==> src/radix_digit_converter_top_assert.svh <==
// Assertion macros for the radix digit converter.
// Included by the top level; no other dependencies.
`ifndef RADIX_DIGIT_CONVERTER_TOP_ASSERT_SVH
`define RADIX_DIGIT_CONVERTER_TOP_ASSERT_SVH

`ifndef SYNTHESIS
// Same-cycle implication, checked out of reset.
`define RDC_ASSERT_NOW(label, clk, rst_n, ante, cons, msg) \
    label: assert property (@(posedge clk) disable iff (!rst_n) (ante) |-> (cons)) \
        else $error(msg);
// Next-cycle implication, checked out of reset.
`define RDC_ASSERT_NEXT(label, clk, rst_n, ante, cons, msg) \
    label: assert property (@(posedge clk) disable iff (!rst_n) (ante) |=> (cons)) \
        else $error(msg);
`else
`define RDC_ASSERT_NOW(label, clk, rst_n, ante, cons, msg)
`define RDC_ASSERT_NEXT(label, clk, rst_n, ante, cons, msg)
`endif

`endif

==> src/rdc_pkg.sv <==
// Shared types, constants and helper functions of the radix digit converter.
// No dependencies.
package rdc_pkg;

    localparam int VALUE_WIDTH_DEF = 32;
    localparam int BASE_W          = 5;
    localparam int DIGIT_W         = 4;
    localparam int CHAR_W          = 7;

    localparam logic [BASE_W-1:0] BASE_MIN  = 5'd2;
    localparam logic [BASE_W-1:0] BASE_MAX  = 5'd16;
    localparam logic [CHAR_W-1:0] CHAR_ZERO = 7'd48;
    localparam logic [CHAR_W-1:0] CHAR_NINE = 7'd57;
    localparam logic [CHAR_W-1:0] CHAR_A    = 7'd65;
    localparam logic [CHAR_W-1:0] CHAR_F    = 7'd70;
    localparam logic [DIGIT_W-1:0] DIGIT_TEN = 4'd10;

    // Controller to datapath
    typedef struct packed {
        logic load;      // capture a new request
        logic div_step;  // one nibble of long division
        logic rd_en;     // read one stored digit
        logic out_load;  // latch the read digit into the output register
        logic idx_dec;   // advance to the next lower digit
    } t_cmd;

    // Datapath to controller
    typedef struct packed {
        logic last_nib;  // current step finishes one digit
        logic quo_zero;  // quotient of the current step is zero
        logic out_last;  // output register holds the final digit
    } t_sts;

    // Four restoring steps: divide {rem, nib} by base, rem < base.
    // Returns {quotient nibble, new remainder}.
    function automatic logic [2*DIGIT_W-1:0] rdc_div_nib(
        input logic [DIGIT_W-1:0] rem,
        input logic [DIGIT_W-1:0] nib,
        input logic [BASE_W-1:0]  base
    );
        logic [BASE_W-1:0]  p;
        logic [DIGIT_W-1:0] r;
        logic [DIGIT_W-1:0] q;
        r = rem;
        q = '0;
        for (int i = DIGIT_W - 1; i >= 0; i--) begin
            p = {r, nib[i]};
            if (p >= base) begin
                r    = DIGIT_W'(p - base);
                q[i] = 1'b1;
            end else begin
                r = p[DIGIT_W-1:0];
            end
        end
        return {q, r};
    endfunction

    function automatic logic [CHAR_W-1:0] rdc_to_ascii(input logic [DIGIT_W-1:0] d);
        logic [CHAR_W-1:0] c;
        if (d < DIGIT_TEN) begin
            c = CHAR_ZERO + CHAR_W'(d);
        end else begin
            c = CHAR_A + CHAR_W'(d - DIGIT_TEN);
        end
        return c;
    endfunction

endpackage

==> src/rdc_ram.sv <==
// Generic single-write, single-read RAM with registered read data.
// No dependencies.
module rdc_ram #(
    parameter int WIDTH = 4,
    parameter int DEPTH = 32
) (
    input  logic                     i_clk,
    input  logic                     i_we,
    input  logic [$clog2(DEPTH)-1:0] i_waddr,
    input  logic [WIDTH-1:0]         i_wdata,
    input  logic                     i_re,
    input  logic [$clog2(DEPTH)-1:0] i_raddr,
    output logic [WIDTH-1:0]         o_rdata
);

    logic [WIDTH-1:0] r_mem [DEPTH];
    logic [WIDTH-1:0] r_rdata;

    always_ff @(posedge i_clk) begin
        if (i_we) begin
            r_mem[i_waddr] <= i_wdata;
        end
        if (i_re) begin
            r_rdata <= r_mem[i_raddr];
        end
    end

    assign o_rdata = r_rdata;

endmodule

==> src/rdc_ctrl.sv <==
// Sequencer of the radix digit converter: division phase, then digit emission.
// Depends on rdc_pkg.
module rdc_ctrl (
    input  logic          i_clk,
    input  logic          i_rst_n,
    input  logic          i_s_tvalid,
    output logic          o_s_tready,
    output logic          o_m_tvalid,
    input  logic          i_m_tready,
    input  rdc_pkg::t_sts i_sts,
    output rdc_pkg::t_cmd o_cmd
);
    import rdc_pkg::*;

    typedef enum logic [2:0] {
        S_IDLE,
        S_DIV,
        S_RD,
        S_WAIT,
        S_OUT
    } t_state;

    t_state r_state, n_state;
    logic   r_valid, n_valid;

    always_comb begin
        n_state = r_state;
        n_valid = r_valid;
        o_cmd   = '0;
        case (r_state)
            S_IDLE: begin
                if (i_s_tvalid) begin
                    o_cmd.load = 1'b1;
                    n_state    = S_DIV;
                end
            end
            S_DIV: begin
                o_cmd.div_step = 1'b1;
                if (i_sts.last_nib && i_sts.quo_zero) begin
                    n_state = S_RD;
                end
            end
            S_RD: begin
                o_cmd.rd_en = 1'b1;
                n_state     = S_WAIT;
            end
            S_WAIT: begin
                o_cmd.out_load = 1'b1;
                n_valid        = 1'b1;
                n_state        = S_OUT;
            end
            S_OUT: begin
                if (i_m_tready) begin
                    n_valid = 1'b0;
                    if (i_sts.out_last) begin
                        n_state = S_IDLE;
                    end else begin
                        o_cmd.idx_dec = 1'b1;
                        n_state       = S_RD;
                    end
                end
            end
            default: begin
                n_state = S_IDLE;
                n_valid = 1'b0;
            end
        endcase
    end

    always_ff @(posedge i_clk) begin
        if (!i_rst_n) begin
            r_state <= S_IDLE;
            r_valid <= 1'b0;
        end else begin
            r_state <= n_state;
            r_valid <= n_valid;
        end
    end

    assign o_s_tready = (r_state == S_IDLE);
    assign o_m_tvalid = r_valid;

endmodule

==> src/rdc_dp.sv <==
// Datapath: nibble-serial long division by the radix, digit store, output register.
// Depends on rdc_pkg and rdc_ram.
module rdc_dp #(
    parameter int VALUE_WIDTH = rdc_pkg::VALUE_WIDTH_DEF
) (
    input  logic                        i_clk,
    input  logic                        i_rst_n,
    input  rdc_pkg::t_cmd               i_cmd,
    input  logic [VALUE_WIDTH-1:0]      i_value,
    input  logic [rdc_pkg::BASE_W-1:0]  i_base,
    output rdc_pkg::t_sts               o_sts,
    output logic [rdc_pkg::CHAR_W-1:0]  o_char,
    output logic                        o_last
);
    import rdc_pkg::*;

    localparam int NIB = (VALUE_WIDTH + DIGIT_W - 1) / DIGIT_W;
    localparam int PW  = NIB * DIGIT_W;
    localparam int NW  = (NIB > 1) ? $clog2(NIB) : 1;
    localparam int AW  = $clog2(VALUE_WIDTH);
    localparam int CW  = $clog2(VALUE_WIDTH + 1);

    logic [PW-1:0]         r_work;
    logic [DIGIT_W-1:0]    r_rem;
    logic [BASE_W-1:0]     r_base;
    logic [NW-1:0]         r_nib;
    logic [CW-1:0]         r_count;
    logic [AW-1:0]         r_idx;
    logic [CHAR_W-1:0]     r_char;
    logic                  r_last;

    logic [2*DIGIT_W-1:0]  w_qr;
    logic [DIGIT_W-1:0]    n_rem;
    logic [PW+DIGIT_W-1:0] w_shift;
    logic [PW-1:0]         n_work;
    logic [BASE_W-1:0]     n_base;
    logic                  w_last_nib;
    logic [DIGIT_W-1:0]    w_rdata;

    // Top nibble of the running dividend against the radix
    assign w_qr    = rdc_div_nib(r_rem, r_work[PW-1 -: DIGIT_W], r_base);
    assign n_rem   = w_qr[DIGIT_W-1:0];
    assign w_shift = {r_work, w_qr[2*DIGIT_W-1:DIGIT_W]};
    assign n_work  = w_shift[PW-1:0];

    assign w_last_nib = (r_nib == NW'(NIB - 1));

    always_comb begin
        if (i_base < BASE_MIN) begin
            n_base = BASE_MIN;
        end else if (i_base > BASE_MAX) begin
            n_base = BASE_MAX;
        end else begin
            n_base = i_base;
        end
    end

    // Control: digit counter and step counter
    always_ff @(posedge i_clk) begin
        if (!i_rst_n) begin
            r_count <= '0;
            r_nib   <= '0;
        end else if (i_cmd.load) begin
            r_count <= '0;
            r_nib   <= '0;
        end else if (i_cmd.div_step) begin
            if (w_last_nib) begin
                r_count <= r_count + CW'(1);
                r_nib   <= '0;
            end else begin
                r_nib <= r_nib + NW'(1);
            end
        end
    end

    // Payload
    always_ff @(posedge i_clk) begin
        if (i_cmd.load) begin
            r_work <= PW'(i_value);
            r_rem  <= '0;
            r_base <= n_base;
        end else if (i_cmd.div_step) begin
            r_work <= n_work;
            if (w_last_nib) begin
                r_rem <= '0;
                r_idx <= r_count[AW-1:0];
            end else begin
                r_rem <= n_rem;
            end
        end else if (i_cmd.idx_dec) begin
            r_idx <= r_idx - AW'(1);
        end
        if (i_cmd.out_load) begin
            r_char <= rdc_to_ascii(w_rdata);
            r_last <= (r_idx == '0);
        end
    end

    rdc_ram #(
        .WIDTH (DIGIT_W),
        .DEPTH (VALUE_WIDTH)
    ) u_digits (
        .i_clk   (i_clk),
        .i_we    (i_cmd.div_step && w_last_nib),
        .i_waddr (r_count[AW-1:0]),
        .i_wdata (n_rem),
        .i_re    (i_cmd.rd_en),
        .i_raddr (r_idx),
        .o_rdata (w_rdata)
    );

    assign o_sts.last_nib = w_last_nib;
    assign o_sts.quo_zero = (n_work == '0);
    assign o_sts.out_last = r_last;
    assign o_char         = r_char;
    assign o_last         = r_last;

endmodule

==> src/radix_digit_converter_top.sv <==
// Radix digit converter: integer to base-2..16 ASCII digit stream, MSD first.
// Depends on rdc_pkg, rdc_ctrl, rdc_dp (with rdc_ram) and the assertion header.
//
//   channel   dir  data (low bit up)                            last
//   s (req)   in   value[VALUE_WIDTH], base[5], zero pad        -
//   m (digit) out  digit_char[7], zero pad                      last_digit
//
// A request is taken only while the block is idle. Each digit costs one pass
// of the nibble-serial divider over the whole value, which retires four
// quotient bits a cycle; it is then read back from the digit RAM through the
// read, wait and output states and presented, most significant digit first.
// Reset is synchronous, active low, and clears the sequencer and digit count.
// A stall on the digit side holds the current digit in the output register.
`include "radix_digit_converter_top_assert.svh"

module radix_digit_converter_top #(
    parameter int VALUE_WIDTH = rdc_pkg::VALUE_WIDTH_DEF
) (
    input  logic                                          i_clk,
    input  logic                                          i_rst_n,
    input  logic                                          i_s_tvalid,
    output logic                                          o_s_tready,
    // value [VALUE_WIDTH-1:0], base [VALUE_WIDTH+4:VALUE_WIDTH], zero pad
    input  logic [((VALUE_WIDTH + rdc_pkg::BASE_W + 7) / 8) * 8 - 1:0] i_s_tdata,
    output logic                                          o_m_tvalid,
    input  logic                                          i_m_tready,
    // digit_char [6:0], zero pad [7]
    output logic [7:0]                                    o_m_tdata,
    output logic                                          o_m_tlast
);
    import rdc_pkg::*;

    t_cmd              w_cmd;
    t_sts              w_sts;
    logic [CHAR_W-1:0] w_char;
    logic              w_last;

    // Handshake summaries for the checks below
    logic              w_req_acc;
    logic              w_dig_end;
    logic              w_dig_mid;
    logic              w_char_ok;
    logic              w_idle;
    logic              w_fetch;

    // Sequencer: accept a request, run the divider until the quotient is zero,
    // then walk the stored digits from the most significant down.
    rdc_ctrl u_ctrl (
        .i_clk      (i_clk),
        .i_rst_n    (i_rst_n),
        .i_s_tvalid (i_s_tvalid),
        .o_s_tready (o_s_tready),
        .o_m_tvalid (o_m_tvalid),
        .i_m_tready (i_m_tready),
        .i_sts      (w_sts),
        .o_cmd      (w_cmd)
    );

    // Divider, digit RAM and output register
    rdc_dp #(
        .VALUE_WIDTH (VALUE_WIDTH)
    ) u_dp (
        .i_clk   (i_clk),
        .i_rst_n (i_rst_n),
        .i_cmd   (w_cmd),
        .i_value (i_s_tdata[VALUE_WIDTH-1:0]),
        .i_base  (i_s_tdata[VALUE_WIDTH +: BASE_W]),
        .o_sts   (w_sts),
        .o_char  (w_char),
        .o_last  (w_last)
    );

    assign o_m_tdata = {1'b0, w_char};
    assign o_m_tlast = w_last;

    assign w_req_acc = i_s_tvalid && o_s_tready;
    assign w_dig_end = o_m_tvalid && i_m_tready && o_m_tlast;
    assign w_dig_mid = o_m_tvalid && i_m_tready && !o_m_tlast;
    assign w_char_ok = (w_char >= CHAR_ZERO && w_char <= CHAR_NINE) ||
                       (w_char >= CHAR_A && w_char <= CHAR_F);
    assign w_idle    = o_s_tready && !o_m_tvalid;
    assign w_fetch   = !o_s_tready && !o_m_tvalid;

    // No new request while a digit is still on offer
    `RDC_ASSERT_NOW(a_req_idle, i_clk, i_rst_n, w_req_acc, !o_m_tvalid, "request during output")

    // Every digit presented is a legal ASCII digit
    `RDC_ASSERT_NOW(a_char_range, i_clk, i_rst_n, o_m_tvalid, w_char_ok, "digit out of range")

    // After the final digit the block is idle again
    `RDC_ASSERT_NEXT(a_idle_after_end, i_clk, i_rst_n, w_dig_end, w_idle, "not idle at end")

    // After an inner digit the block fetches the next one and stays busy
    `RDC_ASSERT_NEXT(a_busy_after_mid, i_clk, i_rst_n, w_dig_mid, w_fetch, "run ended early")

endmodule
==> config.mk <==
export PLATFORM = sky130hd
export DESIGN_NAME = radix_digit_converter_top
export DESIGN_NICKNAME = d
export VERILOG_FILES = /design/src/rdc_pkg.sv /design/src/rdc_ram.sv /design/src/rdc_ctrl.sv /design/src/rdc_dp.sv /design/src/radix_digit_converter_top.sv
export VERILOG_INCLUDE_DIRS = /design/src /design/src/src
export SDC_FILE = /design/constraint.sdc
export NUM_CORES = 1
export LEC_CHECK = 0
export BUFFER_PORTS_ARGS = -buffer_cell sky130_fd_sc_hd__buf_2
export CAP_MARGIN = 20
export CORE_MARGIN = 3
export CORE_UTILIZATION = 61
export CTS_CLUSTER_SIZE = 10
export DETAILED_ROUTE_END_ITERATION = 8
export GPL_TIMING_DRIVEN = 0
export PLACE_DENSITY = 0.8
export SETUP_SLACK_MARGIN = 0.3
export SLEW_MARGIN = 15
export SYNTH_ARGS = -nofsm -noshare
export SYNTH_HDL_FRONTEND = slang
export SYNTH_HIERARCHICAL = 1
export SYNTH_SLANG_ARGS = --single-unit
==> constraint.sdc <==
create_clock -name i_clk -period 8.4 [get_ports i_clk]
set_input_delay 0.84 -clock i_clk [delete_from_list [all_inputs] [get_ports i_clk]]
set_output_delay 0.84 -clock i_clk [all_outputs]
set_load 0.05 [all_outputs]
After elaboration in Yosys (flattened, before gate mapping) --
Memory sizes are Yosys's and may differ from the RTL's. A register that Yosys moved wholly into a read port is not among the register bits. Cells that the tools add are included.
Storage, ports and cells: bits in writable memories 128, register bits after elaboration 67, memories 1
Memories:
- u_dp.u_digits.r_mem | depth 32, bits a word 4, rd ports 1, clocked after Yosys merged registers in 1, wr ports 1, line rdc_ram.sv:16 | logic [WIDTH-1:0] r_mem [DEPTH];
Cells by class: add/subtract/negate cells 10, equality and inequality tests 9, reduce and logical (&&, ||, !) cells 14, multiplexer cells 34, bitwise gates (word level) 3, $lt $le $gt $ge 7
Operators with widths (count):
- two-way mux 32 bit | 2
- zero test 32 bit | 1
- >= comparator 5 bit | 4
- two-way mux 4 bit | 5
- two-way mux 5 bit | 4
- subtractor 4 bit | 4
- two-way mux 1 bit | 15
- one-hot mux 3 bit (5 select lines) | 1
- two-way mux 3 bit | 4
- adder 6 x 4 -> 7 bit, first input constant | 1
- adder 7 bit, first input constant | 1
- two-way mux 7 bit | 1
- adder 6 x 1 -> 6 bit, second input constant | 1
- equality test 3 x 2 -> 1 bit, second input constant | 2
- equality test 3 bit, second input constant | 2
- != test 2 bit, second input constant | 3
- AND reduction 3 bit | 2
- greater-than comparator 5 bit, second input constant | 1
- zero test 5 bit | 1
- < comparator 5 x 2 -> 1 bit, second input constant | 1
- subtractor 4 x 4 -> 5 bit, second input constant | 1
- subtractor 5 x 1 -> 5 bit, second input constant | 1
- < comparator 4 bit, second input constant | 1
- AND reduction 2 bit | 2
- 11 further kinds | 16

Depth between registers and ports, before layout --
Gate-level depths: netlist (run 1).
depth in word-level cells 12, depth in mapped cells 27

Modules after synthesis --
The synthesis (run 1) kept the hierarchy.
Modules (own cells, without submodules):
- rdc_ram | area an instance 5178.7 sq um, cells an instance 231, instances 1
- rdc_dp | area an instance 3733.6 sq um, cells an instance 316, instances 1
- rdc_ctrl | area an instance 294.0 sq um, cells an instance 32, instances 1
- radix_digit_converter_top | area an instance 11.3 sq um, cells an instance 2, instances 1

Worst setup path before layout (run 1) --
Ideal clock, no wire load.
path kind reg2reg, start point register u_dp.r_base[1], end point memory u_dp.u_digits.r_mem[0][0], data pin, library setup time 0.464 ns, cell stages (with the launch flop) 22, arrival time 6.099 ns, path buffers 1, required time 7.936 ns, slack 1.837 ns, period minus slack after synthesis 6.563 ns, path through edfxtp_1 > inv_1 > ha_1 > a21o_1 > a31oi_1 > o21ai_2 > mux2_4 > ha_1 > nand2_1 > o21ai_0 > a31o_2 > mux2_2 > ha_1 > and2_1 > a221oi_4 > mux2i_1 > ha_1 > nand2_1 > o21ai_0 > a31oi_1 > clkbuf_1 > o21ai_0
On the way: cells in the longest elaborated chain, start to end 8, elaborated cells on any way between the ends 11, classes of those cells 3 x add/sub; 4 x order compare; 4 x mux
Ends and longest elaborated chain:
- start: declaration | line rdc_dp.sv:25 | logic [BASE_W-1:0] r_base;
- start signal: assignment | line rdc_dp.sv:81 | r_base <= n_base;
- subtractor 4 bit or >= comparator 5 bit (tied branches) | line rdc_pkg.sv:49, rdc_pkg.sv:48
- two-way mux 4 bit | line rdc_pkg.sv:48 | if (p >= base) begin
- subtractor 4 bit or >= comparator 5 bit (tied branches) | line rdc_pkg.sv:49, rdc_pkg.sv:48
- two-way mux 4 bit | line rdc_pkg.sv:48
- subtractor 4 bit or >= comparator 5 bit (tied branches) | line rdc_pkg.sv:49, rdc_pkg.sv:48
- two-way mux 4 bit | line rdc_pkg.sv:48
- >= comparator 5 bit * | line rdc_pkg.sv:48
- two-way mux 4 bit * | line rdc_pkg.sv:48
- net u_dp.n_rem[0] | line rdc_dp.sv:33 | logic [DIGIT_W-1:0] n_rem;
- end: declaration | line rdc_ram.sv:16
Mark *: on every way through the listed nets, which the timed path passes. The rest lies on a longest branch.

Worst setup path after layout (run 1) --
start point register u_dp.r_base[1], end point memory u_dp.u_digits.r_mem[31][2], data pin
On the way: cells in the longest elaborated chain, start to end 8, elaborated cells on any way between the ends 12, classes of those cells 4 x add/sub; 4 x order compare; 4 x mux
Ends and longest elaborated chain (line):
- subtractor 4 bit or >= comparator 5 bit (tied branches) | rdc_pkg.sv:49, rdc_pkg.sv:48
- two-way mux 4 bit | rdc_pkg.sv:48
- subtractor 4 bit or >= comparator 5 bit (tied branches) | rdc_pkg.sv:49, rdc_pkg.sv:48
- two-way mux 4 bit | rdc_pkg.sv:48
- >= comparator 5 bit or subtractor 4 bit (tied branches) | rdc_pkg.sv:48, rdc_pkg.sv:49
- two-way mux 4 bit | rdc_pkg.sv:48
- subtractor 4 bit or >= comparator 5 bit (tied branches) | rdc_pkg.sv:49, rdc_pkg.sv:48
- two-way mux 4 bit * | rdc_pkg.sv:48
- net u_dp.n_rem[2] | rdc_dp.sv:33
Marked as above.

==> results of run 1 <==
power by group through the flow:
stage / combinational, mW / clock [mW] / sequential (mW)
2_1_floorplan: 0.997 / 0 / 1.90
3_3_place_gp: 1.37 / 0 / 1.92
3_5_place_dp: 1.65 / 0 / 1.91
4_1_cts: 1.68 / 0.851 / 1.89
5_1_grt: 1.83 / 0.883 / 1.89
6_report: 1.68 / 0.840 / 1.89
sequential cells by signal, indices dropped and copies added, names as in the netlist:
signal	cells
u_ctrl/o_m_tvalid	1
u_ctrl/r_state	3
u_dp/o_char	7
u_dp/o_last	1
u_dp/r_base	5
u_dp/r_count	5
u_dp/r_idx	5
u_dp/r_nib	3
u_dp/r_rem	4
u_dp/r_work	32
u_dp/u_digits/o_rdata	4
u_dp/u_digits/r_mem	128
metal layers:
metal / global-route usage (%) / up-vias / wire [um] / share of wire (%)
met1: 33.3 / 2714 / 7960 / 41
li1: - / 2379 / - / -
met3: 4.52 / 34 / 1160 / 6.0
met5: 0 / - / 0 / 0
met4: 9.02 / 0 / 444 / 2.3
met2: 41.6 / 233 / 9880 / 51
cell usage after synthesis (8+ instances only):
cell type,n
nor2_1,53
mux4_2,40
xnor2_1,10
inv_1,24
nand2_1,23
dfxtp_1,16
clkbuf_1,10
ha_1,29
xor2_1,9
o21ai_0,8
a21oi_1,16
edfxtp_1,182
mux2i_1,9
mux2_2,43
placed cells by master (no fill, tap or decap), types with 9 or more instances in the layout:
| cell | count |
|---|---|
| mux2_2 | 43 |
| mux4_2 | 40 |
| xor2_1 | 9 |
| a21oi_1 | 16 |
| buf_2 | 51 |
| mux2i_1 | 9 |
| dfxtp_1 | 16 |
| clkbuf_16 | 17 |
| clkbuf_1 | 11 |
| xnor2_1 | 10 |
| nand2_1 | 23 |
| ha_1 | 29 |
| nor2_1 | 53 |
| edfxtp_1 | 182 |
| inv_1 | 23 |
kinds of logic after synthesis:
kind of cell,Yosys count,share of synthesized area [%]
flip-flops,198,62.8
buffers and inverters,50,2.70
multiplexers,94,16.3
AND/OR/NAND/NOR,134,7.51
adder cells (fa/ha/maj),33,4.81
AO/OA/AOI/OAI,52,4.05
XOR/XNOR,19,1.81
other,1,0.0407
stage by stage:
step	hold WS, ns	total power [mW]
6_report	0.508	4.40
2_1_floorplan	0.465	2.90
3_3_place_gp	0.479	3.30
3_5_place_dp	0.489	3.56
4_1_cts	0.506	4.42
5_1_grt	0.537	4.61
critical path: stages (launching register included):
cell	delay, ns
edfxtp_1	0.48
inv_1	0.31
ha_1	0.25
a21o_1	0.12
a31oi_1	0.05
o21ai_2	0.33
mux2_4	0.35
ha_1	0.36
nand2_1	0.08
o21ai_0	0.42
a31o_2	0.35
mux2_2	0.36
ha_1	0.33
and2_1	0.21
a221oi_4	0.36
mux2i_1	0.39
ha_1	0.31
nand2_1	0.07
o21ai_0	0.07
a31oi_1	0.21
clkbuf_1	0.40
nor2_1	0.15
a211oi_4	0.70
buf_8	0.25
final cells by class:
| class | count | area (sq um) |
|---|---|---|
| Multi-Input combinational cell | 333 | 3190 |
| Buffer | 26 | 159 |
| Timing Repair Buffer | 52 | 277 |
| Tap cell | 184 | 230 |
| Fill cell | 907 | 4300 |
| Inverter | 24 | 90.1 |
| Clock buffer | 18 | 429 |
| Clock inverter | 14 | 180 |
| Sequential cell | 198 | 5790 |
worst max path at each step:
stage                                                 endpoint  slack [ns]  cells after the start
final                     u_dp/u_digits/r_mem[31][2]$_DFFE_PP_        1.31                     23
after detailed placement  u_dp/u_digits/r_mem[26][2]$_DFFE_PP_        1.42                     23
after global routing      u_dp/u_digits/r_mem[28][2]$_DFFE_PP_        0.77                     23
after floorplan            u_dp/u_digits/r_mem[0][0]$_DFFE_PP_        1.84                     21
after global placement    u_dp/u_digits/r_mem[30][0]$_DFFE_PP_        0.07                     21
after CTS                 u_dp/u_digits/r_mem[27][2]$_DFFE_PP_        1.31                     23
==> key figures, run 1 <==
Critical path
  • Setup crit end kind: register
  • Startpoint Class: register
  • Kind of critical path: reg -> reg
  • FF-to-FF End: u_dp/u_digits/r_mem[31][2]$_DFFE_PP_
  • Reg2Reg Setup Slack: 1.31 ns
  • Crit path from: u_dp/r_base[1]$_SDFFCE_PP1P_
  • Critical-path maximum fanout: 18
  • Reg-to-reg startpoint: u_dp/r_base[1]$_SDFFCE_PP1P_
  • CP required: 8.68 ns
  • Critical Path AT: 7.37 ns
  • Worst Reg-to-Reg Cells: 23

Pwr
  • VDD IR max: 0.447 mV
  • Internal power: 2.85 mW
  • Net Sw Frac: 35.2%
  • Sequential Power Share: 42.8%
  • Psw: 1.55 mW
  • Leakage power: 3.66 nW
  • Clk network pwr share: 19.1%
  • Logic gate share of total power: 38.1%
  • Pwr dens: 426 nW/um^2

Floorplanning
  • Die ar.: 16,600 sq um
  • Die height: 129 um
  • Core Area: 14,600 sq um
  • # rows: 44
  • Initial Util: 62.9%
  • Die W: 129 um
  • I/O pins: 55

Timing
  • Period minus WS final: 7.09 ns
  • Final WS setup: 1.31 ns
  • Final worst clock skew: 0.0103 ns
  • Post-route setup TNS: 0 ns
  • Worst slew margin: 42.2%
  • RSZ-0062 raised after global routing: no
  • Final Cycle Share: 84.4%
  • Hold Violations, Final: 0
  • Slew Limit Fails: 0
  • Worst-margin pin slew: 0.865 ns
  • # setup viols final: 0
  • Fmax: 0.141 GHz

Logic synthesis
  • Post-synth EDFFs: 182
  • Syn_nets: 658
  • Syn Std Cell Area: 9220 sq um
  • FFs w/ async S/R, synth: 0%
  • Area leader, netlist: edfxtp_1
  • Yosys reg bits: 198
  • Ys Warns: 6
  • Yosys top cell area share: 59.3%
  • Unique cell type count in the Yosys netlist: 55
  • Syn_area_per_cell: 15.9 sq um
  • Seq/Total Area, Yosys: 62.8%
  • Mapped Cells: 581
  • Main synth FF type: edfxtp_1
  • Ranking of synthesized cells by area: edfxtp_1, mux4_2, mux2_2

Clock network
  • Clk sinks: 198
  • Cts hold-fix bufs: 0
  • Worst skew pair latency: 0.43 ns
  • Inserted Clock Buffers: 17
  • CTS Buffer Depth: 2
  • Post-CTS sizing: 0
  • Clock-pin slew on the worst setup and hold paths: 0.06 ns
  • Clock root cell: clkbuf_16
  • TritonCTS clock tree: built
  • H-tree levels: 4
  • Post-CTS setup buffer count: 0

Outcome
  • Status: finished, final reports clean

Layout
  • Post-layout util: 70.6%
  • Design Area, Final: 10,300 sq um
  • Share of post-route cells with drive strength above 1: 29.2%
  • Area growth syn-to-layout: 12.2%
  • Nets: 729
  • Final non-filler cell total: 849
  • N_diodes: 0

Hold path
  • WHS Endpoint: u_dp/r_nib[1]$_SDFFE_PP0P_
  • Worst Hold Depth: 2
  • Worst hold path type: reg -> reg
  • Min-delay src: u_dp/r_nib[1]$_SDFFE_PP0P_

Drt
  • # DRC: 0
  • Vias per std cell: 6.31
  • Wire per inst: 22.9 um
  • Final wirelength: 19,400 um
  • DR iter-0 viols: 475
  • Via count: 5,360
  • Final ANT Viol Nets: 0
  • DRT Pass-1 Iters: 5

GRT
  • Largest net degree at the start of global routing: 34
  • GRT Util Overall: 24.9%
  • Overflow after GRT: 0
  • First-pass GRT wire length: 30,800 um
  • Vias in the first global route: 5,600
  • Initial antenna violation count: 0

Placed design
  • # port buffers: 50
  • DP Area: 9740 sq um
  • Placer Congestion: 0.853
  • Detail Placement HPWL: 12,900 um
  • Dpl cells: 817
  • Pre-CTS setup slack: 1.42 ns

Job
  • Max-cap violations: 0
Note: power is estimated with default switching activity, not from simulation.
==> run 2, diff against run 1 <==
--- a/config.mk
+++ b/config.mk
@@ -6,6 +6,7 @@
 export SDC_FILE = /design/constraint.sdc
 export NUM_CORES = 1
 export LEC_CHECK = 0
+export ABC_AREA = 1
 export BUFFER_PORTS_ARGS = -buffer_cell sky130_fd_sc_hd__buf_2
 export CAP_MARGIN = 20
 export CORE_MARGIN = 3
==> constraint.sdc (replaced) <==
create_clock -name i_clk -period 7.18 [get_ports i_clk]
set_input_delay 0.718 -clock i_clk [delete_from_list [all_inputs] [get_ports i_clk]]
set_output_delay 0.718 -clock i_clk [all_outputs]
set_load 0.05 [all_outputs]
==> run 2 against run 1 <==
  * Utilization down 0.53 points
  * Die area increased by 4.2%
  * First-iteration DRC count up 35%
  * Non-clock buffer count rose by 14
  * Via count grew 32%
  * Critical endpoint is now u_dp/u_digits/r_mem[12][2]$_DFFE_PP_
==> key figures, run 2 <==
Outcome
  • Status: finished, final reports clean (unchanged)

Clock network
  • Clk sinks: 198 (unchanged)
  • CTS Buffer Depth: 2 (unchanged)
  • Worst skew pair latency: 0.43 ns (about the same)
  • Inserted Clock Buffers: 17 (unchanged)
  • TritonCTS clock tree: built (unchanged)
  • Clock root cell: clkbuf_16 (unchanged)
  • Clock-pin slew on the worst setup and hold paths: 0.07 ns (was 0.06 ns)
  • H-tree levels: 4 (unchanged)

Drt
  • Final ANT Viol Nets: 0 (unchanged)
  • Via count: 7,098 (was 5,360)
  • Wire per inst: 17.0 um (was 22.9 um)
  • DRT Pass-1 Iters: 5 (unchanged)
  • Vias per std cell: 5.58 (was 6.31)
  • DR iter-0 viols: 640 (was 475)
  • Final wirelength: 21,600 um (was 19,400 um)
  • # DRC: 0 (unchanged)

Logic synthesis
  • Seq/Total Area, Yosys: 60.1% (was 62.8%)
  • FFs w/ async S/R, synth: 0% (unchanged)
  • Yosys reg bits: 198 (unchanged)
  • Commonest cells in the netlist: nand2_1, edfxtp_1, nand3_1 (was edfxtp_1, nor2_1, mux2_2)
  • Count leader, synth: nand2_1 (was edfxtp_1)
  • Ys Warns: 6 (unchanged)
  • Post-synth EDFFs: 182 (unchanged)
  • Area leader, netlist: edfxtp_1 (unchanged)
  • Main synth FF type: edfxtp_1 (unchanged)
  • Syn Std Cell Area: 9620 sq um (was 9220 sq um)
  • Syn_nets: 1,054 (was 658)
  • Ranking of synthesized cells by area: edfxtp_1, nand2_1, nand3_1 (was edfxtp_1, mux4_2, mux2_2)
  • Mapped Cells: 977 (was 581)
  • Syn_area_per_cell: 9.85 sq um (was 15.9 sq um)
  • Unique cell type count in the Yosys netlist: 46 (was 55)
  • Yosys top cell area share: 56.8% (was 59.3%)

Layout
  • Nets: 1,126 (was 729)
  • Share of post-route cells with drive strength above 1: 13.0% (was 29.2%)
  • Design Area, Final: 10,700 sq um (was 10,300 sq um)
  • Number of flip-flops in the largest register: 128 (unchanged)
  • Register area: 5790 sq um (unchanged)
  • Most frequent cells in the layout: nand2_1, edfxtp_1, nand3_1 (was edfxtp_1, nor2_1, buf_2)
  • Area growth syn-to-layout: 11.6% (was 12.2%)
  • Post-layout util: 70.1% (was 70.6%)
  • Largest register by flop count: u_dp/u_digits/r_mem (unchanged)
  • FILL cells: 1,097 (was 907)
  • N_diodes: 0 (unchanged)
  • Most common cell after layout, fill and taps aside: nand2_1 (was edfxtp_1)
  • Multi-input gate area: 3270 sq um (was 3190 sq um)
  • Final non-filler cell total: 1,273 (was 849)

Placed design
  • # port buffers: 50 (unchanged)
  • Dpl cells: 1,240 (was 817)
  • Detail Placement HPWL: 14,700 um (was 12,900 um)
  • Placer Congestion: 0.867 (was 0.853)
  • DP Area: 10,200 sq um (was 9740 sq um)

Floorplanning
  • Die ar.: 17,300 sq um (was 16,600 sq um)
  • Initial Util: 62.8% (was 62.9%)
  • # rows: 45 (was 44)
  • Die height: 132 um (was 129 um)
  • I/O pins: 55 (unchanged)
  • Core Area: 15,300 sq um (was 14,600 sq um)
  • Die W: 132 um (was 129 um)

Timing
  • Period minus WS final: 6.27 ns (was 7.09 ns)
  • Worst slew margin: 37.8% (was 42.2%)
  • Worst-margin pin slew: 0.923 ns (was 0.865 ns)
  • Slew Limit Fails: 0 (unchanged)
  • Final Cycle Share: 87.3% (was 84.4%)
  • Hold Violations, Final: 0 (unchanged)
  • RSZ-0062 raised after global routing: no (unchanged)
  • # setup viols final: 0 (unchanged)
  • Post-route setup TNS: 0 ns (unchanged)
  • Final worst clock skew: 0.0138 ns (was 0.0103 ns)
  • Final Hold Slack: 0.467 ns (was 0.508 ns)
  • Fmax: 0.159 GHz (was 0.141 GHz)

Pwr
  • Clk network pwr share: 14.5% (was 19.1%)
  • Sequential Power Share: 43.1% (was 42.8%)
  • Psw: 2.42 mW (was 1.55 mW)
  • Net Sw Frac: 39.5% (was 35.2%)
  • Logic gate share of total power: 42.4% (was 38.1%)
  • Leakage power: 4.45 nW (was 3.66 nW)
  • VDD IR max: 1.10 mV (was 0.447 mV)
  • Pwr dens: 571 nW/um^2 (was 426 nW/um^2)
  • Internal power: 3.71 mW (was 2.85 mW)

GRT
  • GRT Util Overall: 25.4% (was 24.9%)
  • Initial antenna violation count: 0 (unchanged)
  • Overflow after GRT: 0 (unchanged)
  • First-pass GRT wire length: 34,600 um (was 30,800 um)
  • Largest net degree at the start of global routing: 34 (unchanged)
  • Vias in the first global route: 6,970 (was 5,600)

Critical path
  • Kind of critical path: reg -> reg (unchanged)
  • CP required: 7.17 ns (was 8.68 ns)
  • Slowest CP cell: edfxtp_1 (was a211oi_4)
  • Critical path's most frequent cell: nand2_1 (was ha_1)
  • Critical-path maximum fanout: 33 (was 18)
  • Setup crit end kind: register (unchanged)
  • Critical Path AT: 6.26 ns (was 7.37 ns)
  • Startpoint Class: register (unchanged)
  • Slowest Stage Delay on Critical Path: 0.47 ns (was 0.70 ns)

Hold path
  • Worst hold path type: reg -> reg (unchanged)

Job
  • Max-cap violations: 0 (unchanged)
run 2: path summary, 6_finish.rpt:
path / startpoint / end / slack (ns) / cells after the start
max: u_dp/r_base[1]$_SDFFCE_PP1P_ / u_dp/u_digits/r_mem[12][2]$_DFFE_PP_ / 0.91 / 34
min: u_dp/r_nib[2]$_SDFFE_PP0P_ / u_dp/r_nib[2]$_SDFFE_PP0P_ / 0.47 / 2
max reg2reg: u_dp/r_base[1]$_SDFFCE_PP1P_ / u_dp/u_digits/r_mem[12][2]$_DFFE_PP_ / 0.91 / 34
min reg2reg: u_dp/r_nib[2]$_SDFFE_PP0P_ / u_dp/r_nib[2]$_SDFFE_PP0P_ / 0.47 / 2
run 2: cell type report:
cell class,instances,area share (%)
flip-flops and latches,198,53.9
repair buffers,53,2.77
clock inverters,15,1.17
well taps,211,2.46
plain buffers,39,2.59
inverters,77,2.69
multi-input cells,663,30.5
clock buffers,17,3.96
run 2: per-stage QoR:
step	total power [mW]	setup slack (ns)
after detailed placement	5.19	0.525
after CTS	6.08	0.502
after global routing	6.51	0.349
after floorplan	4.23	1.87
after global placement	4.75	0.562
final	6.13	0.910
run 2: power by group through the flow:
| stage | sequential (mW) | combinational, mW | clock [mW] |
|---|---|---|---|
| 2_1_floorplan | 2.65 | 1.58 | 0 |
| 3_3_place_gp | 2.51 | 2.24 | 0 |
| 3_5_place_dp | 2.63 | 2.56 | 0 |
| 4_1_cts | 2.61 | 2.57 | 0.899 |
| 5_1_grt | 2.64 | 2.92 | 0.943 |
| 6_report | 2.64 | 2.60 | 0.891 |
run 2: cells by family after synthesis:
group           after synthesis  share of synthesized area, %
fa+ha+maj                    33                          4.60
simple gates                563                          24.9
compound gates               54                          3.30
buf+inv                     116                          5.89
other cells                   1                        0.0390
flops                       198                          60.1
xor+xnor                     12                          1.09
run 2: timing repair:
item	CTS	global route
hold buffers	0	0
setup endpoints to repair	0	17
buffers inserted	0	0
gates resized for setup	0	1
run 2: worst max-delay path: cells and delay by family, from the launching register on:
| kind | cells | cell delay [ns] |
|---|---|---|
| buffers and inverters | 5 | 0.57 |
| flip-flops | 1 | 0.47 |
| AND/OR/NAND/NOR | 22 | 2.72 |
| AO/OA/AOI/OAI | 3 | 0.79 |
| adder cells (fa/ha/maj) | 4 | 1.28 |
run 2: per-layer routing:
metal  vias up  GRT usage, %  part of all wire [%]
met3        59          4.98                   7.8
met2       334          42.9                    49
met1      3277          31.3                    40
li1       3428             -                     -
met4         0          13.1                   3.4
met5         -             0                     0
==> run 3, diff against run 2 <==
--- a/config.mk
+++ b/config.mk
@@ -6,7 +6,6 @@
 export SDC_FILE = /design/constraint.sdc
 export NUM_CORES = 1
 export LEC_CHECK = 0
-export ABC_AREA = 1
 export BUFFER_PORTS_ARGS = -buffer_cell sky130_fd_sc_hd__buf_2
 export CAP_MARGIN = 20
 export CORE_MARGIN = 3
==> run 3 against run 2 <==
  * First-iteration DRC count shrank 20%
  * Clock power grew 10%
  * Sequential power shrank 17%
  * Highest routed layer unchanged
  * Largest power group unchanged
  * Clock-buffer cell count grew 1
  * Register-to-register slack lost 0.15 ns
  * Utilization grew 0.75 points
  * Final cell count shrank 33%
  * Critical endpoint is now u_dp/r_rem[2]$_SDFFE_PP0P_
  * Critical path type unchanged
  * Clock skew shrank 0.0033 ns
  * Setup slack lost 0.15 ns
==> key figures, run 3 (synthesis gave the netlist of run 1 again) <==
Outcome
  • Status: finished, final reports clean (unchanged)

Hold path
  • Min-delay src: u_dp/r_nib[1]$_SDFFE_PP0P_ (was u_dp/r_nib[2]$_SDFFE_PP0P_)
  • Worst hold path type: reg -> reg (unchanged)
  • Worst Hold Depth: 2 (unchanged)
  • WHS Endpoint: u_dp/r_nib[1]$_SDFFE_PP0P_ (was u_dp/r_nib[2]$_SDFFE_PP0P_)

Layout
  • Area growth syn-to-layout: 12.6% (was 11.6%)
  • Number of flip-flops in the largest register: 128 (unchanged)
  • Most frequent cells in the layout: edfxtp_1, nor2_1, buf_2 (was nand2_1, edfxtp_1, nand3_1)
  • Nets: 730 (was 1,126)
  • Most common cell after layout, fill and taps aside: edfxtp_1 (was nand2_1)
  • Final non-filler cell total: 850 (was 1,273)
  • FILL cells: 904 (was 1,097)
  • N_diodes: 0 (unchanged)
  • Share of post-route cells with drive strength above 1: 29.6% (was 13.0%)
  • Largest register by flop count: u_dp/u_digits/r_mem (unchanged)

Critical path
  • Critical-path maximum fanout: 17 (was 33)
  • Critical path depth: 25 (was 34)
  • Slowest CP cell: edfxtp_1 (unchanged)
  • Reg2Reg Setup Slack: 0.76 ns (was 0.91 ns)
  • Critical Path AT: 6.79 ns (was 6.26 ns)
  • Kind of critical path: reg -> reg (unchanged)
  • CP delay by family, top: compound AO/OA/AOI/OAI gates (was simple AND/OR/NAND/NOR gates)
  • Setup crit end kind: register (unchanged)
  • CP required: 7.55 ns (was 7.17 ns)
  • FF-to-FF End: u_dp/r_rem[2]$_SDFFE_PP0P_ (was u_dp/u_digits/r_mem[12][2]$_DFFE_PP_)
  • Startpoint Class: register (unchanged)
  • Critical path's most frequent cell: ha_1 (was nand2_1)
  • WP buf/inv: 4 (was 5)
  • Reg-to-reg startpoint: u_dp/r_base[1]$_SDFFCE_PP1P_ (unchanged)
  • Slowest Stage Delay on Critical Path: 0.48 ns (was 0.47 ns)
  • Worst Reg-to-Reg Cells: 25 (was 34)

Floorplanning
  • Die ar.: 16,600 sq um (was 17,300 sq um)
  • Die W: 129 um (was 132 um)
  • Initial Util: 62.9% (was 62.8%)
  • Die height: 129 um (was 132 um)
  • I/O pins: 55 (unchanged)
  • # rows: 44 (was 45)
  • Core Area: 14,600 sq um (was 15,300 sq um)

Drt
  • Vias per std cell: 6.34 (was 5.58)
  • DRT Pass-1 Iters: 5 (unchanged)
  • Final wirelength: 19,500 um (was 21,600 um)
  • Via count: 5,387 (was 7,098)
  • # DRC: 0 (unchanged)
  • Final ANT Viol Nets: 0 (unchanged)
  • DR iter-0 viols: 510 (was 640)
  • Wire per inst: 23.0 um (was 17.0 um)

Pwr
  • Pwr dens: 511 nW/um^2 (was 571 nW/um^2)
  • Leakage power: 3.68 nW (was 4.45 nW)
  • VDD IR max: 0.644 mV (was 1.10 mV)
  • Total chip power: 5.30 mW (was 6.13 mW)

Timing
  • Final worst clock skew: 0.0105 ns (was 0.0138 ns)
  • Final Cycle Share: 89.4% (was 87.3%)
  • Hold Violations, Final: 0 (unchanged)
  • Worst-margin pin slew: 0.828 ns (was 0.923 ns)
  • RSZ-0062 raised after global routing: no (unchanged)
  • Fmax: 0.156 GHz (was 0.159 GHz)
  • # setup viols final: 0 (unchanged)
  • Slew Limit Fails: 0 (unchanged)
  • Period minus WS final: 6.42 ns (was 6.27 ns)
  • Worst slew margin: 44.8% (was 37.8%)

Placed design
  • # port buffers: 50 (unchanged)
  • Detail Placement HPWL: 12,900 um (was 14,700 um)
  • Dpl cells: 817 (was 1,240)
  • Placer Congestion: 0.853 (was 0.867)

Clock network
  • Clock root cell: clkbuf_16 (unchanged)
  • H-tree levels: 4 (unchanged)
  • Clk sinks: 198 (unchanged)
  • CTS Buffer Depth: 2 (unchanged)
  • Worst skew pair latency: 0.43 ns (about the same)
  • TritonCTS clock tree: built (unchanged)
  • Inserted Clock Buffers: 17 (unchanged)
  • Clock-pin slew on the worst setup and hold paths: 0.06 ns (was 0.07 ns)

GRT
  • Initial antenna violation count: 0 (unchanged)
  • GRT Util Overall: 25.1% (was 25.4%)
  • Largest net degree at the start of global routing: 34 (unchanged)
  • Vias in the first global route: 5,598 (was 6,970)
  • First-pass GRT wire length: 30,900 um (was 34,600 um)
  • Overflow after GRT: 0 (unchanged)

Job
  • Max-cap violations: 0 (unchanged)
[run 3: cell type report]
| cell class | instances | area (sq um) | area share (%) |
|---|---|---|---|
| Buffer | 26 | 160 | 1.54 |
| Clock buffer | 18 | 429 | 4.14 |
| Clock inverter | 14 | 180 | 1.74 |
| Inverter | 24 | 90.1 | 0.868 |
| Multi-Input combinational cell | 333 | 3210 | 30.9 |
| Sequential cell | 198 | 5790 | 55.8 |
| Tap cell | 184 | 230 | 2.22 |
| Timing Repair Buffer | 53 | 297 | 2.86 |
[run 3: layer usage]
layer | wire length, um | part of all wire [%] | GRT usage, %
met4 | 489 | 2.5 | 9.02
met2 | 9910 | 51 | 41.8
met1 | 8030 | 41 | 33.6
met3 | 1090 | 5.6 | 4.52
met5 | 0 | 0 | 0
[run 3: metrics by stage]
step,worst slack [ns],cell area (sq um),util [%],TNS (ns),hold slack [ns]
final,0.762,10400,70.9,0,0.501
after global routing,0.326,10400,70.9,0,0.537
after CTS,0.345,10400,70.8,0,0.506
after detailed placement,0.205,9740,66.5,0,0.489
after global placement,-1.15,9700,66.2,-52.01,0.479
after floorplan,0.617,9220,-,0,0.465
[run 3: worst max-delay path by stage]
stage,start,endpoint,slack (ns)
6_report,u_dp/r_base[1]$_SDFFCE_PP1P_,u_dp/r_rem[2]$_SDFFE_PP0P_,0.76
5_1_grt,u_dp/r_base[1]$_SDFFCE_PP1P_,u_dp/r_rem[2]$_SDFFE_PP0P_,0.33
4_1_cts,u_dp/r_base[1]$_SDFFCE_PP1P_,u_dp/u_digits/r_mem[26][3]$_DFFE_PP_,0.34
3_5_place_dp,u_dp/r_base[1]$_SDFFCE_PP1P_,u_dp/u_digits/r_mem[26][2]$_DFFE_PP_,0.20
3_3_place_gp,u_dp/r_base[1]$_SDFFCE_PP1P_,u_dp/u_digits/r_mem[30][0]$_DFFE_PP_,-1.15
2_1_floorplan,u_dp/r_base[1]$_SDFFCE_PP1P_,u_dp/u_digits/r_mem[0][0]$_DFFE_PP_,0.62
[run 3: power by group]
part | internal (mW) | total, mW | leakage (nW) | switching (mW)
Clock | 0.580 | 0.983 | 0.297 | 0.403
Sequential | 2.17 | 2.20 | 1.80 | 0.0309
Combinational | 0.713 | 2.13 | 1.59 | 1.41
[run 3: worst reg2reg max path, cell delays in order, from the launching register on]
cell and delay, ns:
edfxtp_1 0.48, inv_1 0.31, ha_1 0.24, a21o_1 0.12, a31oi_1 0.05, o21ai_2 0.33
mux2_4 0.35, ha_1 0.34, a21oi_1 0.16, o21ai_1 0.15, and4b_1 0.26, nor3_2 0.42
inv_1 0.09, ha_1 0.31, nand2_1 0.06, o21ai_1 0.25, a221o_1 0.31, mux2_2 0.37
ha_1 0.30, a21o_1 0.20, a31oi_1 0.18, clkbuf_2 0.29, nor2_1 0.12, a211oi_4 0.34
buf_12 0.19, a22o_1 0.14
[run 3: repair_timing]
item | 4_1_cts | 5_1_grt
hold buffers | 0 | 0
resized for setup | 1 | 5
setup endpoints to repair | 34 | 134
pin swaps | 1 | 0
setup buffers | 1 | 0
